$ cat src/assert_macros.svh
// assertion macros included by the encoder top level
`ifndef ASSERT_MACROS_SVH
`define ASSERT_MACROS_SVH

// implication checked on every rising edge, off while in reset
`define CANSFE_ASSERT(lbl, prop, msg) \
    lbl: assert property (@(posedge i_clk) disable iff (!i_rst_n) prop) \
        else $error(msg);

// next-cycle implication, off while in reset
`define CANSFE_ASSERT_NEXT(lbl, ante, cons, msg) \
    lbl: assert property (@(posedge i_clk) disable iff (!i_rst_n) (ante) |=> (cons)) \
        else $error(msg);

`endif

$ cat src/cansfe_pkg.sv
// types, constants and crc functions of the can serial frame encoder
package cansfe_pkg;

    localparam int ID_W   = 32;
    localparam int LEN_W  = 4;
    localparam int DATA_W = 64;

    localparam logic [7:0]  SYNC_BYTE    = 8'hAA;
    localparam logic [7:0]  HDR_BYTE1    = 8'h01;
    localparam logic [7:0]  HDR_BYTE2    = 8'hFF;
    localparam logic [7:0]  HDR_BYTE3    = 8'h10;
    localparam logic [7:0]  LEN_OFFSET   = 8'h08;
    localparam logic [7:0]  BODY_START   = 8'h01;
    localparam logic [7:0]  CMD_NORMAL   = 8'h01;
    localparam logic [7:0]  CMD_SPECIAL  = 8'h02;
    localparam logic [31:0] SPECIAL_ID   = 32'h0000_0041;
    localparam logic [7:0]  CRC8_POLY    = 8'h07;
    localparam logic [7:0]  CRC8_INIT    = 8'hFF;
    localparam logic [15:0] CRC16_POLY   = 16'h1021;
    localparam logic [15:0] CRC16_INIT   = 16'hFFFF;

    typedef struct packed {
        logic [ID_W-1:0]   can_id;
        logic [LEN_W-1:0]  data_len;
        logic [DATA_W-1:0] data_bytes;
    } t_req;

    typedef struct packed {
        logic [7:0]  frame_byte;
        logic        last_byte;
        logic [7:0]  hdr_crc;
        logic [15:0] body_crc;
    } t_gen_out;

    function automatic logic [7:0] crc8_update(input logic [7:0] crc, input logic [7:0] b);
        logic [7:0] c;
        c = crc ^ b;
        for (int i = 0; i < 8; i++) begin
            c = c[7] ? ({c[6:0], 1'b0} ^ CRC8_POLY) : {c[6:0], 1'b0};
        end
        return c;
    endfunction

    function automatic logic [15:0] crc16_update(input logic [15:0] crc, input logic [7:0] b);
        logic [15:0] c;
        c = crc ^ {b, 8'h00};
        for (int i = 0; i < 8; i++) begin
            c = c[15] ? ({c[14:0], 1'b0} ^ CRC16_POLY) : {c[14:0], 1'b0};
        end
        return c;
    endfunction

endpackage

$ cat src/cansfe_req_if.sv
// request channel: can transmit request with valid/ready handshake
interface cansfe_req_if;
    logic        valid;
    logic        ready;
    logic [31:0] can_id;
    logic [3:0]  data_len;
    logic [63:0] data_bytes;

    modport source (output valid, output can_id, output data_len, output data_bytes,
                    input ready);
    modport sink   (input valid, input can_id, input data_len, input data_bytes,
                    output ready);
endinterface

$ cat src/cansfe_byte_if.sv
// byte channel: serial frame bytes with valid/ready handshake
interface cansfe_byte_if;
    logic       valid;
    logic       ready;
    logic [7:0] frame_byte;
    logic       last_byte;

    modport source (output valid, output frame_byte, output last_byte, input ready);
    modport sink   (input valid, input frame_byte, input last_byte, output ready);
endinterface

$ cat src/cansfe_byte_gen.sv
// frame byte selection and running crc update for one byte position
module cansfe_byte_gen #(
    parameter int FRAME_BYTES = 26
) (
    input  cansfe_pkg::t_req                       i_req,
    input  logic [$clog2(FRAME_BYTES)-1:0]         i_pos,
    input  logic [7:0]                             i_hdr_crc,
    input  logic [15:0]                            i_body_crc,
    output cansfe_pkg::t_gen_out                   o_res
);
    import cansfe_pkg::*;

    localparam int POS_W = $clog2(FRAME_BYTES);
    localparam logic [POS_W-1:0] LAST_POS = POS_W'(FRAME_BYTES - 1);

    logic [POS_W-1:0] crc_at;
    logic [POS_W-1:0] body_idx;
    logic [7:0]       hdr_b;
    logic [7:0]       body_b;
    logic [1:0]       id_idx;
    logic [2:0]       data_idx;

    assign crc_at   = POS_W'(16) + POS_W'(i_req.data_len);
    assign body_idx = i_pos - POS_W'(8);
    assign id_idx   = 2'(body_idx - POS_W'(2));
    assign data_idx = 3'(body_idx - POS_W'(8));

    always_comb begin
        case (i_pos[2:0])
            3'd0:    hdr_b = SYNC_BYTE;
            3'd1:    hdr_b = HDR_BYTE1;
            3'd2:    hdr_b = HDR_BYTE2;
            3'd3:    hdr_b = HDR_BYTE3;
            3'd5:    hdr_b = 8'(i_req.data_len) + LEN_OFFSET;
            default: hdr_b = 8'h00;
        endcase
    end

    always_comb begin
        if (body_idx == POS_W'(0)) begin
            body_b = BODY_START;
        end else if (body_idx == POS_W'(1)) begin
            body_b = (i_req.can_id == SPECIAL_ID) ? CMD_SPECIAL : CMD_NORMAL;
        end else if (body_idx < POS_W'(6)) begin
            body_b = i_req.can_id[8*id_idx +: 8];
        end else if (body_idx == POS_W'(6)) begin
            body_b = 8'h00;
        end else if (body_idx == POS_W'(7)) begin
            body_b = 8'(i_req.data_len);
        end else begin
            body_b = i_req.data_bytes[8*data_idx +: 8];
        end
    end

    always_comb begin
        o_res.hdr_crc   = i_hdr_crc;
        o_res.body_crc  = i_body_crc;
        o_res.last_byte = (i_pos == LAST_POS);
        if (i_pos < POS_W'(7)) begin
            o_res.frame_byte = hdr_b;
            o_res.hdr_crc    = crc8_update(i_hdr_crc, hdr_b);
        end else if (i_pos == POS_W'(7)) begin
            o_res.frame_byte = i_hdr_crc;
        end else if (i_pos < crc_at) begin
            o_res.frame_byte = body_b;
            o_res.body_crc   = crc16_update(i_body_crc, body_b);
        end else if (i_pos == crc_at) begin
            o_res.frame_byte = i_body_crc[7:0];
        end else if (i_pos == crc_at + POS_W'(1)) begin
            o_res.frame_byte = i_body_crc[15:8];
        end else begin
            o_res.frame_byte = 8'h00;
        end
    end

endmodule

$ cat src/can_serial_frame_encoder_unit.sv
// top level of the can serial frame encoder
//
//  channel   dir  handshake      payload
//  i_req     in   valid/ready    can_id[31:0], data_len[3:0], data_bytes[63:0]
//  o_byte    out  valid/ready    frame_byte[7:0], last_byte
//
//  one request gives FRAME_BYTES bytes, one per cycle from the byte register while o_byte does not stall
//  a new request is not taken before the single byte position counter reaches the last byte of the frame
//  the next request is taken in the cycle the last byte of the frame is generated
//  a stall on o_byte holds the byte register and the position counter
//  synchronous active-low reset empties both registers
`include "assert_macros.svh"

module can_serial_frame_encoder_unit #(
    parameter int FRAME_BYTES    = 26,
    parameter int MAX_DATA_BYTES = 8
) (
    input  logic                 i_clk,
    input  logic                 i_rst_n,
    cansfe_req_if.sink           i_req,
    cansfe_byte_if.source        o_byte
);
    import cansfe_pkg::*;

    localparam int POS_W = $clog2(FRAME_BYTES);

    logic             r_busy;
    logic [POS_W-1:0] r_pos;
    logic [7:0]       r_hdr_crc;
    logic [15:0]      r_body_crc;
    t_req             r_req;
    logic             r_out_valid;
    logic [7:0]       r_out_byte;
    logic             r_out_last;

    t_gen_out         gen_res;
    logic             adv;
    logic             accept;
    logic [LEN_W-1:0] n_len;

    assign adv    = r_busy && (!r_out_valid || o_byte.ready);
    assign accept = i_req.valid && i_req.ready;
    assign n_len  = (i_req.data_len > LEN_W'(MAX_DATA_BYTES)) ? LEN_W'(MAX_DATA_BYTES)
                                                              : i_req.data_len;

    assign i_req.ready       = !r_busy || (adv && gen_res.last_byte);
    assign o_byte.valid      = r_out_valid;
    assign o_byte.frame_byte = r_out_byte;
    assign o_byte.last_byte  = r_out_last;

    cansfe_byte_gen #(
        .FRAME_BYTES (FRAME_BYTES)
    ) u_byte_gen (
        .i_req      (r_req),
        .i_pos      (r_pos),
        .i_hdr_crc  (r_hdr_crc),
        .i_body_crc (r_body_crc),
        .o_res      (gen_res)
    );

    always_ff @(posedge i_clk) begin
        if (!i_rst_n) begin
            r_busy      <= 1'b0;
            r_pos       <= '0;
            r_hdr_crc   <= CRC8_INIT;
            r_body_crc  <= CRC16_INIT;
            r_out_valid <= 1'b0;
        end else begin
            if (adv) begin
                r_out_valid <= 1'b1;
            end else if (r_out_valid && o_byte.ready) begin
                r_out_valid <= 1'b0;
            end
            if (accept) begin
                r_busy     <= 1'b1;
                r_pos      <= '0;
                r_hdr_crc  <= CRC8_INIT;
                r_body_crc <= CRC16_INIT;
            end else if (adv) begin
                r_hdr_crc  <= gen_res.hdr_crc;
                r_body_crc <= gen_res.body_crc;
                if (gen_res.last_byte) begin
                    r_pos  <= '0;
                    r_busy <= 1'b0;
                end else begin
                    r_pos <= r_pos + POS_W'(1);
                end
            end
        end
    end

    always_ff @(posedge i_clk) begin
        if (adv) begin
            r_out_byte <= gen_res.frame_byte;
            r_out_last <= gen_res.last_byte;
        end
        if (accept) begin
            r_req.can_id     <= i_req.can_id;
            r_req.data_len   <= n_len;
            r_req.data_bytes <= i_req.data_bytes;
        end
    end

    `CANSFE_ASSERT(a_idle_pos_zero, !r_busy |-> (r_pos == '0), "position not cleared when idle")
    `CANSFE_ASSERT(a_last_wraps, (r_out_valid && r_out_last) |-> (r_pos == '0), "position not wrapped after last byte")
    `CANSFE_ASSERT_NEXT(a_frame_ends, (adv && gen_res.last_byte && !accept), !r_busy, "frame did not end after last byte")
    `CANSFE_ASSERT_NEXT(a_accept_starts, accept, (r_busy && r_pos == '0), "request did not start a frame")

endmodule
$ cat src/flat_wrapper.sv
// flat-port wrapper written by rule: the top's interface ports become plain ports
module can_serial_frame_encoder_unit_flat import cansfe_pkg::*;
#(
    parameter int FRAME_BYTES    = 26,
    parameter int MAX_DATA_BYTES = 8
)
  (i_clk, i_rst_n, i_req_valid, i_req_can_id, i_req_data_len, i_req_data_bytes, i_req_ready, o_byte_valid, o_byte_frame_byte, o_byte_last_byte, o_byte_ready);
  cansfe_req_if i_req_i ();
  cansfe_byte_if o_byte_i ();
  input  logic i_clk;
  input  logic i_rst_n;
  input wire logic [$bits(i_req_i.valid)-1:0] i_req_valid;
  input wire logic [$bits(i_req_i.can_id)-1:0] i_req_can_id;
  input wire logic [$bits(i_req_i.data_len)-1:0] i_req_data_len;
  input wire logic [$bits(i_req_i.data_bytes)-1:0] i_req_data_bytes;
  output wire logic [$bits(i_req_i.ready)-1:0] i_req_ready;
  output wire logic [$bits(o_byte_i.valid)-1:0] o_byte_valid;
  output wire logic [$bits(o_byte_i.frame_byte)-1:0] o_byte_frame_byte;
  output wire logic [$bits(o_byte_i.last_byte)-1:0] o_byte_last_byte;
  input wire logic [$bits(o_byte_i.ready)-1:0] o_byte_ready;
  assign i_req_i.valid = i_req_valid;
  assign i_req_i.can_id = i_req_can_id;
  assign i_req_i.data_len = i_req_data_len;
  assign i_req_i.data_bytes = i_req_data_bytes;
  assign i_req_ready = i_req_i.ready;
  assign o_byte_valid = o_byte_i.valid;
  assign o_byte_frame_byte = o_byte_i.frame_byte;
  assign o_byte_last_byte = o_byte_i.last_byte;
  assign o_byte_i.ready = o_byte_ready;
  can_serial_frame_encoder_unit #(.FRAME_BYTES(FRAME_BYTES), .MAX_DATA_BYTES(MAX_DATA_BYTES)) u_core (.i_clk(i_clk), .i_rst_n(i_rst_n), .i_req(i_req_i), .o_byte(o_byte_i));
endmodule
$ cat config.mk
export PLATFORM = sky130hd
export DESIGN_NAME = can_serial_frame_encoder_unit_flat
export DESIGN_NICKNAME = d
export VERILOG_FILES = /design/src/cansfe_pkg.sv /design/src/cansfe_req_if.sv /design/src/cansfe_byte_if.sv /design/src/cansfe_byte_gen.sv /design/src/can_serial_frame_encoder_unit.sv /design/src/flat_wrapper.sv
export VERILOG_INCLUDE_DIRS = /design/src /design/src/src
export SDC_FILE = /design/constraint.sdc
export NUM_CORES = 1
export LEC_CHECK = 0
export BUFFER_PORTS_ARGS = -buffer_cell sky130_fd_sc_hd__clkbuf_2
export CAP_MARGIN = 10
export CORE_ASPECT_RATIO = 1.2
export CORE_MARGIN = 2
export CORE_UTILIZATION = 61
export DETAILED_ROUTE_END_ITERATION = 8
export PLACE_DENSITY = 0.85
export RECOVER_POWER = 100
export SLEW_MARGIN = 20
export SYNTH_ARGS = -nofsm -noshare
export SYNTH_HDL_FRONTEND = slang
export SYNTH_HIERARCHICAL = 1
export SYNTH_SLANG_ARGS = --single-unit
$ cat constraint.sdc
create_clock -name i_clk -period 9.5 [get_ports i_clk]
set_input_delay 2.375 -clock i_clk [delete_from_list [all_inputs] [get_ports i_clk]]
set_output_delay 2.375 -clock i_clk [all_outputs]
set_load 0.02 [all_outputs]
==> impl_metrics.json, run 1 <==
{
  "vias": 5475,
  "place_area_mm2": 0.00780,
  "violations": "capacitance limit, slew limit",
  "path_class": "primary input to output pin",
  "worstHoldPathCells": 2,
  "worstHoldStart": "u_core/r_hdr_crc[0]$_SDFFE_PP1P_",
  "pwr-share-comb": 0.117,
  "clock_sinks": 140,
  "hold_viol_final": 0,
  "wl_mm": 17.2,
  "drt-initial-drc-count": 499,
  "synth_seq_cells": 140,
  "pwr_density_cell_mw_per_mm2": 189,
  "final_util": 0.724,
  "grt_busiest_layer": "met2",
  "cp.arrival_ps": 4640,
  "path_clk_slew_ps": 60,
  "synth.yosys.seq_area_share": 0.541,
  "synth_cell_type_count": 72,
  "wl_per_cell_um": 20.0,
  "rsz0062_at_grt": "no",
  "design_area_mm2": 0.00834,
  "io_pins": 115,
  "synth-main-ff-cell": "edfxtp_1",
  "cts_tree": "yes",
  "initial_core_util": 0.625,
  "placementRows": 43,
  "drcViolationCount": 0,
  "ys_warn_count": 6,
  "cpPeakStageDelay_ps": 1550,
  "io_buffer_count": 114,
  "ir_drop_uv": 166,
  "syn_area_mm2": 0.00720,
  "synth_area_leaders": "edfxtp_1 45%, dfxtp_1 8.6%, mux4_2 5.9%, nand3_1 3.8%, xnor2_1 3.2%",
  "required_ps": 7130,
  "die_w_um": 103,
  "power_frac_seq": 0.460,
  "synthMuxAreaShare": 0.0796,
  "finalSetupViolations": 0,
  "dp_hpwl_mm": 11.4,
  "synth_edf_count": 109,
  "dr.pass1.iters": 6,
  "power_leakage_uw": 0.00313,
  "grt_pass1_wl_mm": 26.9,
  "synth_top_area_frac": 0.455,
  "antenna_found_initial": 0,
  "syn_to_final_growth_pct": 15.8,
  "hold_class": "register to register",
  "cts_resized": 0,
  "holdPathEnd": "u_core/r_hdr_crc[0]$_SDFFE_PP1P_",
  "ctsHoldBuffers": 0,
  "grt_use_met1": 0.351,
  "fmax_ghz": 0.143,
  "final_common_cell": "edfxtp_1",
  "netSwitchingPower_uw": 411,
  "worstSetupEndpointType": "output pin",
  "status": "complete, but fails checks",
  "cts_setup_buffers": 0,
  "report.final.slew_viol_count": 205,
  "setup_tns_ps": 0,
  "grt_pass1_vias": 5291,
  "setup.worst_path.start_class": "primary input",
  "n_antenna_cell": 0,
  "cts_max_level": 4,
  "layout-drive-gt1-share": 0.224,
  "die_y_um": 123,
  "grt_max_degree": 74,
  "final.setup_skew_ps": 13.7,
  "critPathMostFrequentCell": "clkbuf_1",
  "cap_violations": 5,
  "avgSynthCellArea_um2": 12.3,
  "r2r_cells": 7,
  "fin_crit_ps": 7020,
  "finalNetCount": 801,
  "clock_path_buffers": 2,
  "globalplace.congestion": 0.915,
  "worst_pin_slew_ps": 2910,
  "coreArea_mm2": 0.0115,
  "regToRegSetupSlack_ps": 3200,
  "period_share": 0.739,
  "timing.slew.headroom": -0.941,
  "grt_util_met2": 0.482,
  "finalPower_uw": 1580,
  "grt_usage": 0.284,
  "ant_nets": 0,
  "die_area_mm2": 0.0127,
  "synth_adder_area_share": 0.0156,
  "synth-xor-area-share": 0.0792,
  "crit_chain": "clkbuf_1, nor2b_1, o21ai_0, clkbuf_1",
  "path_max_fanout": 37,
  "synth_cells": 587,
  "final_cell_mix": "109 x edfxtp_1, 88 x clkbuf_2, 54 x nand3_1",
  "synth_nets": 700,
  "synth_top_area_cell": "edfxtp_1",
  "cp_slowest_cell": "nor2b_1",
  "synth_top_family_by_area": "simple AND/OR/NAND/NOR gates",
  "root_buffer": "clkbuf_16",
  "clkPwrFrac": 0.423,
  "insertion_delay_ps": 430,
  "p_sw_frac": 0.261,
  "synthSimpleGateAreaFrac": 0.124,
  "synthArstFlopShare": 0,
  "cts_buffers": 17,
  "synth_compound_area_frac": 0.122,
  "use_met3": 0.0605,
  "intPower_uw": 1170,
  "rr_startpoint": "u_core/r_pos[1]$_SDFFE_PP0P_",
  "drt-vias-per-instance": 6.38,
  "grt-ovfl-total": 0,
  "r2r_end": "u_core/r_req[65]$_SDFFCE_PN0P_",
  "fillers": 794
}
power by group through the flow:
| stage | combinational (µW) | sequential, µW | clock [µW] |
|---|---|---|---|
| 4_1_cts | 185 | 722 | 673 |
| 5_1_grt | 200 | 727 | 695 |
| 6_report | 185 | 724 | 667 |
| 2_1_floorplan | 136 | 730 | 0 |
| 3_5_place_dp | 183 | 735 | 0 |
| 3_3_place_gp | 177 | 732 | 0 |
sequential cells by signal, indices dropped and copies added (netlist names):
register	flops
u_core/r_busy	1
u_core/r_hdr_crc	8
u_core/o_byte.frame_byte	8
u_core/r_body_crc	16
u_core/o_byte.last_byte	1
u_core/r_req	100
u_core/r_pos	5
u_core/o_byte.valid	1
worst max-delay path by stage:
| stage | slack, ps | depth (start not counted) | endpoint | startpoint |
|---|---|---|---|---|
| finish | 2480 | 4 | i_req_ready | o_byte_ready |
| global route | 2130 | 4 | i_req_ready | o_byte_ready |
| CTS | 3600 | 4 | i_req_ready | o_byte_ready |
| detailed placement | 3590 | 4 | i_req_ready | o_byte_ready |
| global placement | 3620 | 4 | i_req_ready | o_byte_ready |
| floorplan | 3530 | 4 | u_core/r_req[0]$_DFFE_PP_ | o_byte_ready |
critical path, delay by kind of cell:
kind	cells	cell delay (ps)
and+or+nand+nor	1	1550
AOI/OAI and AO/OA	1	370
buffers and inverters	2	350
per-stage QoR:
stage / hold WS, ps / worst slack (ps) / std cells
after global placement: 510 / 3620 / 826
final: 545 / 2480 / 858
after CTS: 543 / 3600 / 858
after floorplan: 451 / 3530 / 587
after global routing: 569 / 2130 / 858
after detailed placement: 534 / 3590 / 826
layer usage:
layer | wire length (µm) | share of wire | vias up
li1 | - | - | 2460
met5 | 0 | 0 | -
met3 | 1330 | 0.077 | 55
met1 | 6320 | 0.37 | 2651
met4 | 646 | 0.038 | 0
met2 | 8910 | 0.52 | 309
cells by family after synthesis:
kind of cell | after synthesis
xor+xnor | 50
buf+inv | 53
compound gates | 134
flops | 140
mux | 33
simple gates | 168
fa+ha+maj | 9
cell usage after synthesis, drive strengths merged (5+ instances only):
cell type / n
nand3: 54
edfxtp: 109
o21ai: 49
clkbuf: 15
xor3: 6
a22oi: 14
a21oi: 22
xnor2: 26
buf: 24
o31ai: 5
mux4: 19
dfxtp: 31
o211ai: 7
xor2: 16
ha: 9
a21boi: 6
inv: 14
nor2b: 10
nor2: 16
mux2i: 10
nand2: 41
nor4: 10
cell type report:
class / count / area [µm²] / share of cell area
clock inverters: 15 / 174 / 0.0209
clock buffers: 17 / 425 / 0.0510
inverters: 14 / 52.6 / 0.00630
flip-flops and latches: 140 / 3890 / 0.467
repair buffers: 121 / 583 / 0.0699
multi-input cells: 394 / 3010 / 0.361
well taps: 157 / 196 / 0.0236
No activity file was read; power rests on OpenSTA's default activity.
==> run 2, diff against run 1 <==
ABC_AREA = 1   (was default)
CORE_UTILIZATION = 57   (was 61)
PLACE_DENSITY = 0.8   (was 0.85)
clock period = 6.71 ns   (was 9.5 ns; I/O delays follow)
==> impl_metrics.json, run 2 <==
{
  "status": "complete, but fails checks",
  "violations": "capacitance limit, slew limit",
  "r2r_end": "u_core/r_req[3]$_DFFE_PP_",
  "netSwitchingPower_uw": 592,
  "rr_startpoint": "u_core/r_pos[0]$_SDFFE_PP0P_",
  "multi_input_area_mm2": 0.00268,
  "holdPathEnd": "u_core/o_byte.valid$_SDFFE_PN0P_",
  "dr.pass1.iters": 6,
  "fin_ws_ps": 2010,
  "cts_setup_buffers": 0,
  "ys_warn_count": 6,
  "drcViolationCount": 0,
  "die_y_um": 126,
  "initial_core_util": 0.583,
  "ir_drop_uv": 234,
  "cp_slowest_cell": "clkinv_2",
  "worstSetupEndpointType": "register",
  "ff_latch_area_mm2": 0.00389,
  "io_pins": 115,
  "layout-drive-gt1-share": 0.146,
  "clock_sinks": 140,
  "placementRows": 44,
  "cp.arrival_ps": 4770,
  "synth_nets": 895,
  "finalNetCount": 1005,
  "grt_pass1_vias": 5625,
  "finalPower_uw": 2290,
  "path_clk_slew_ps": 60,
  "grt_usage": 0.267,
  "n_antenna_cell": 0,
  "wl_mm": 16.9,
  "cts_max_level": 4,
  "regMostFlops": "u_core/r_req",
  "avgSynthCellArea_um2": 9.03,
  "worstHoldPathCells": 2,
  "cts_buffers": 17,
  "largest_registers": "u_core/r_req x100, u_core/r_body_crc x16",
  "antenna_found_initial": 0,
  "hold_viol_final": 0,
  "p_sw_frac": 0.259,
  "synth.most_common_cell": "nand2_1",
  "cp_num_buf_inv": 3,
  "pwr_density_cell_mw_per_mm2": 277,
  "netlist_top_cells_count": "239 x nand2_1, 109 x edfxtp_1, 72 x inv_1, 51 x nand3_1, 44 x nor2_1",
  "period_share": 0.701,
  "synth_seq_cells": 140,
  "hold_class": "register to register",
  "insertion_delay_ps": 430,
  "cts_tree": "yes",
  "cpPeakStageDelay_ps": 890,
  "synth.yosys.seq_area_share": 0.551,
  "grt_pass1_wl_mm": 27.4,
  "grt-ovfl-total": 0,
  "fillers": 969,
  "io_buffer_count": 114,
  "crit_chain": "nand2_1, nor4_1, inv_1, o21ai_0, nand2_1, clkinv_2, buf_4",
  "clock_path_buffers": 2,
  "path_max_fanout": 54,
  "drt-vias-per-instance": 5.56,
  "crit_family": "buffers and inverters",
  "finalSetupViolations": 0,
  "cap_violations": 1,
  "r2r_cells": 7,
  "intPower_uw": 1690,
  "synth_top_area_frac": 0.464,
  "worstHoldStart": "u_core/r_busy$_SDFFE_PN0P_",
  "synth_cells": 782,
  "power_frac_seq": 0.449,
  "final_cell_mix": "242 x nand2_1, 109 x edfxtp_1, 82 x clkbuf_2",
  "timing.slew.headroom": -0.205,
  "ctsHoldBuffers": 0,
  "final_common_cell": "nand2_1",
  "die_area_mm2": 0.0133,
  "synth_edf_count": 109,
  "place_ws_ps": 2760,
  "regToRegSetupSlack_ps": 2010,
  "rsz0062_at_grt": "no",
  "pwr-share-comb": 0.127,
  "worst_pin_slew_ps": 1810,
  "largest_reg_flops": 100,
  "wl_per_cell_um": 15.9,
  "syn_area_mm2": 0.00706,
  "fmax_ghz": 0.213,
  "path_class": "register to register",
  "synthArstFlopShare": 0,
  "coreArea_mm2": 0.0121,
  "critPathMostFrequentCell": "nand2_1",
  "ant_nets": 0,
  "synth_cell_type_count": 42,
  "clkPwrFrac": 0.423,
  "root_buffer": "clkbuf_16",
  "setup_tns_ps": 0,
  "required_ps": 6780,
  "dp_hpwl_mm": 11.8,
  "die_w_um": 106,
  "drt-initial-drc-count": 466,
  "power_leakage_uw": 0.00368,
  "synth-main-ff-cell": "edfxtp_1",
  "grt_max_degree": 55,
  "synth_top_area_cell": "edfxtp_1",
  "setup.worst_path.start_class": "register",
  "final.setup_skew_ps": 6.72,
  "globalplace.congestion": 0.918,
  "synth_area_leaders": "edfxtp_1 46%, nand2_1 13%, dfxtp_1 8.8%, inv_1 3.8%, nand3_1 3.6%",
  "report.final.slew_viol_count": 41,
  "fin_crit_ps": 4700,
  "syn_to_final_growth_pct": 16.7,
  "cts_resized": 0,
  "vias": 5922
}
## run 2: cell count changes in the layout (fill, tap and decap cells not counted), moves of 10 or more
cell,previous run,this run
o22ai_1,2,15
inv_1,13,73
o21ai_0,48,35
mux4_2,19,0
nor2_1,16,44
nand2_1,41,242
mux2i_1,10,0
xnor2_1,26,10
nand4_1,4,40
nor2b_1,10,0
## run 2: kinds of logic (layout without fill, tap and decap cells)
logic type,after synthesis,count (layout),synth area share
XOR/XNOR,25,25,0.0321
adder cells (fa/ha/maj),9,9,0.0159
AO/OA/AOI/OAI,109,109,0.0930
buffers and inverters,107,230,0.0659
AND/OR/NAND/NOR,392,392,0.242
flip-flops,140,140,0.551
## run 2: worst max path at each step
stage / startpoint / to / slack (ps) / cells after the start
after floorplan: o_byte_ready / u_core/r_req[0]$_DFFE_PP_ / 2000 / 5
after global placement: o_byte_ready / u_core/r_req[11]$_DFFE_PP_ / 2780 / 6
after detailed placement: o_byte_ready / u_core/r_req[3]$_DFFE_PP_ / 2760 / 6
after CTS: u_core/r_pos[0]$_SDFFE_PP0P_ / i_req_ready / 2500 / 5
after global routing: u_core/r_pos[0]$_SDFFE_PP0P_ / u_core/r_req[19]$_DFFE_PP_ / 1520 / 7
final: u_core/r_pos[0]$_SDFFE_PP0P_ / u_core/r_req[3]$_DFFE_PP_ / 2010 / 7
## run 2: area by class of cell
| type | instances | share of cell area |
|---|---|---|
| inverter | 80 | 0.0371 |
| clock buffer | 17 | 0.0516 |
| tap | 161 | 0.0244 |
| multi-input combinational | 535 | 0.325 |
| sequential | 140 | 0.473 |
| timing repair buffer | 118 | 0.0671 |
| clock inverter | 15 | 0.0223 |
## run 2: metrics by stage
stage                     hold WS, ps  area (µm²)  cells  utilization
after floorplan                   465        7060    782            -
after global placement            499        7700   1034        0.636
after detailed placement          494        7700   1034        0.636
after CTS                         512        8310   1066        0.686
after global routing              542        8240   1066        0.680
final                             510        8240   1066        0.680
## run 2: worst reg2reg max path: cells and delay by family, from the launching register on
family                 cells  cell delay, ps
AO/OA/AOI/OAI              1             320
buffers and inverters      3            1700
flip-flops                 1             710
AND/OR/NAND/NOR            3            1600
## run 2: layer usage
| metal | GRT usage | wire length [µm] |
|---|---|---|
| met1 | 0.322 | 6790 |
| met2 | 0.469 | 8670 |
| met3 | 0.0507 | 1070 |
| met4 | 0.111 | 406 |
| met5 | 0 | 0 |
## run 2: power by group through the flow
stage | clock network [µW] | registers [µW] | logic (µW)
after floorplan | 0 | 1040 | 206
after global placement | 0 | 1040 | 283
after detailed placement | 0 | 1040 | 287
after CTS | 973 | 1030 | 291
after global routing | 1010 | 1030 | 327
final | 968 | 1030 | 291
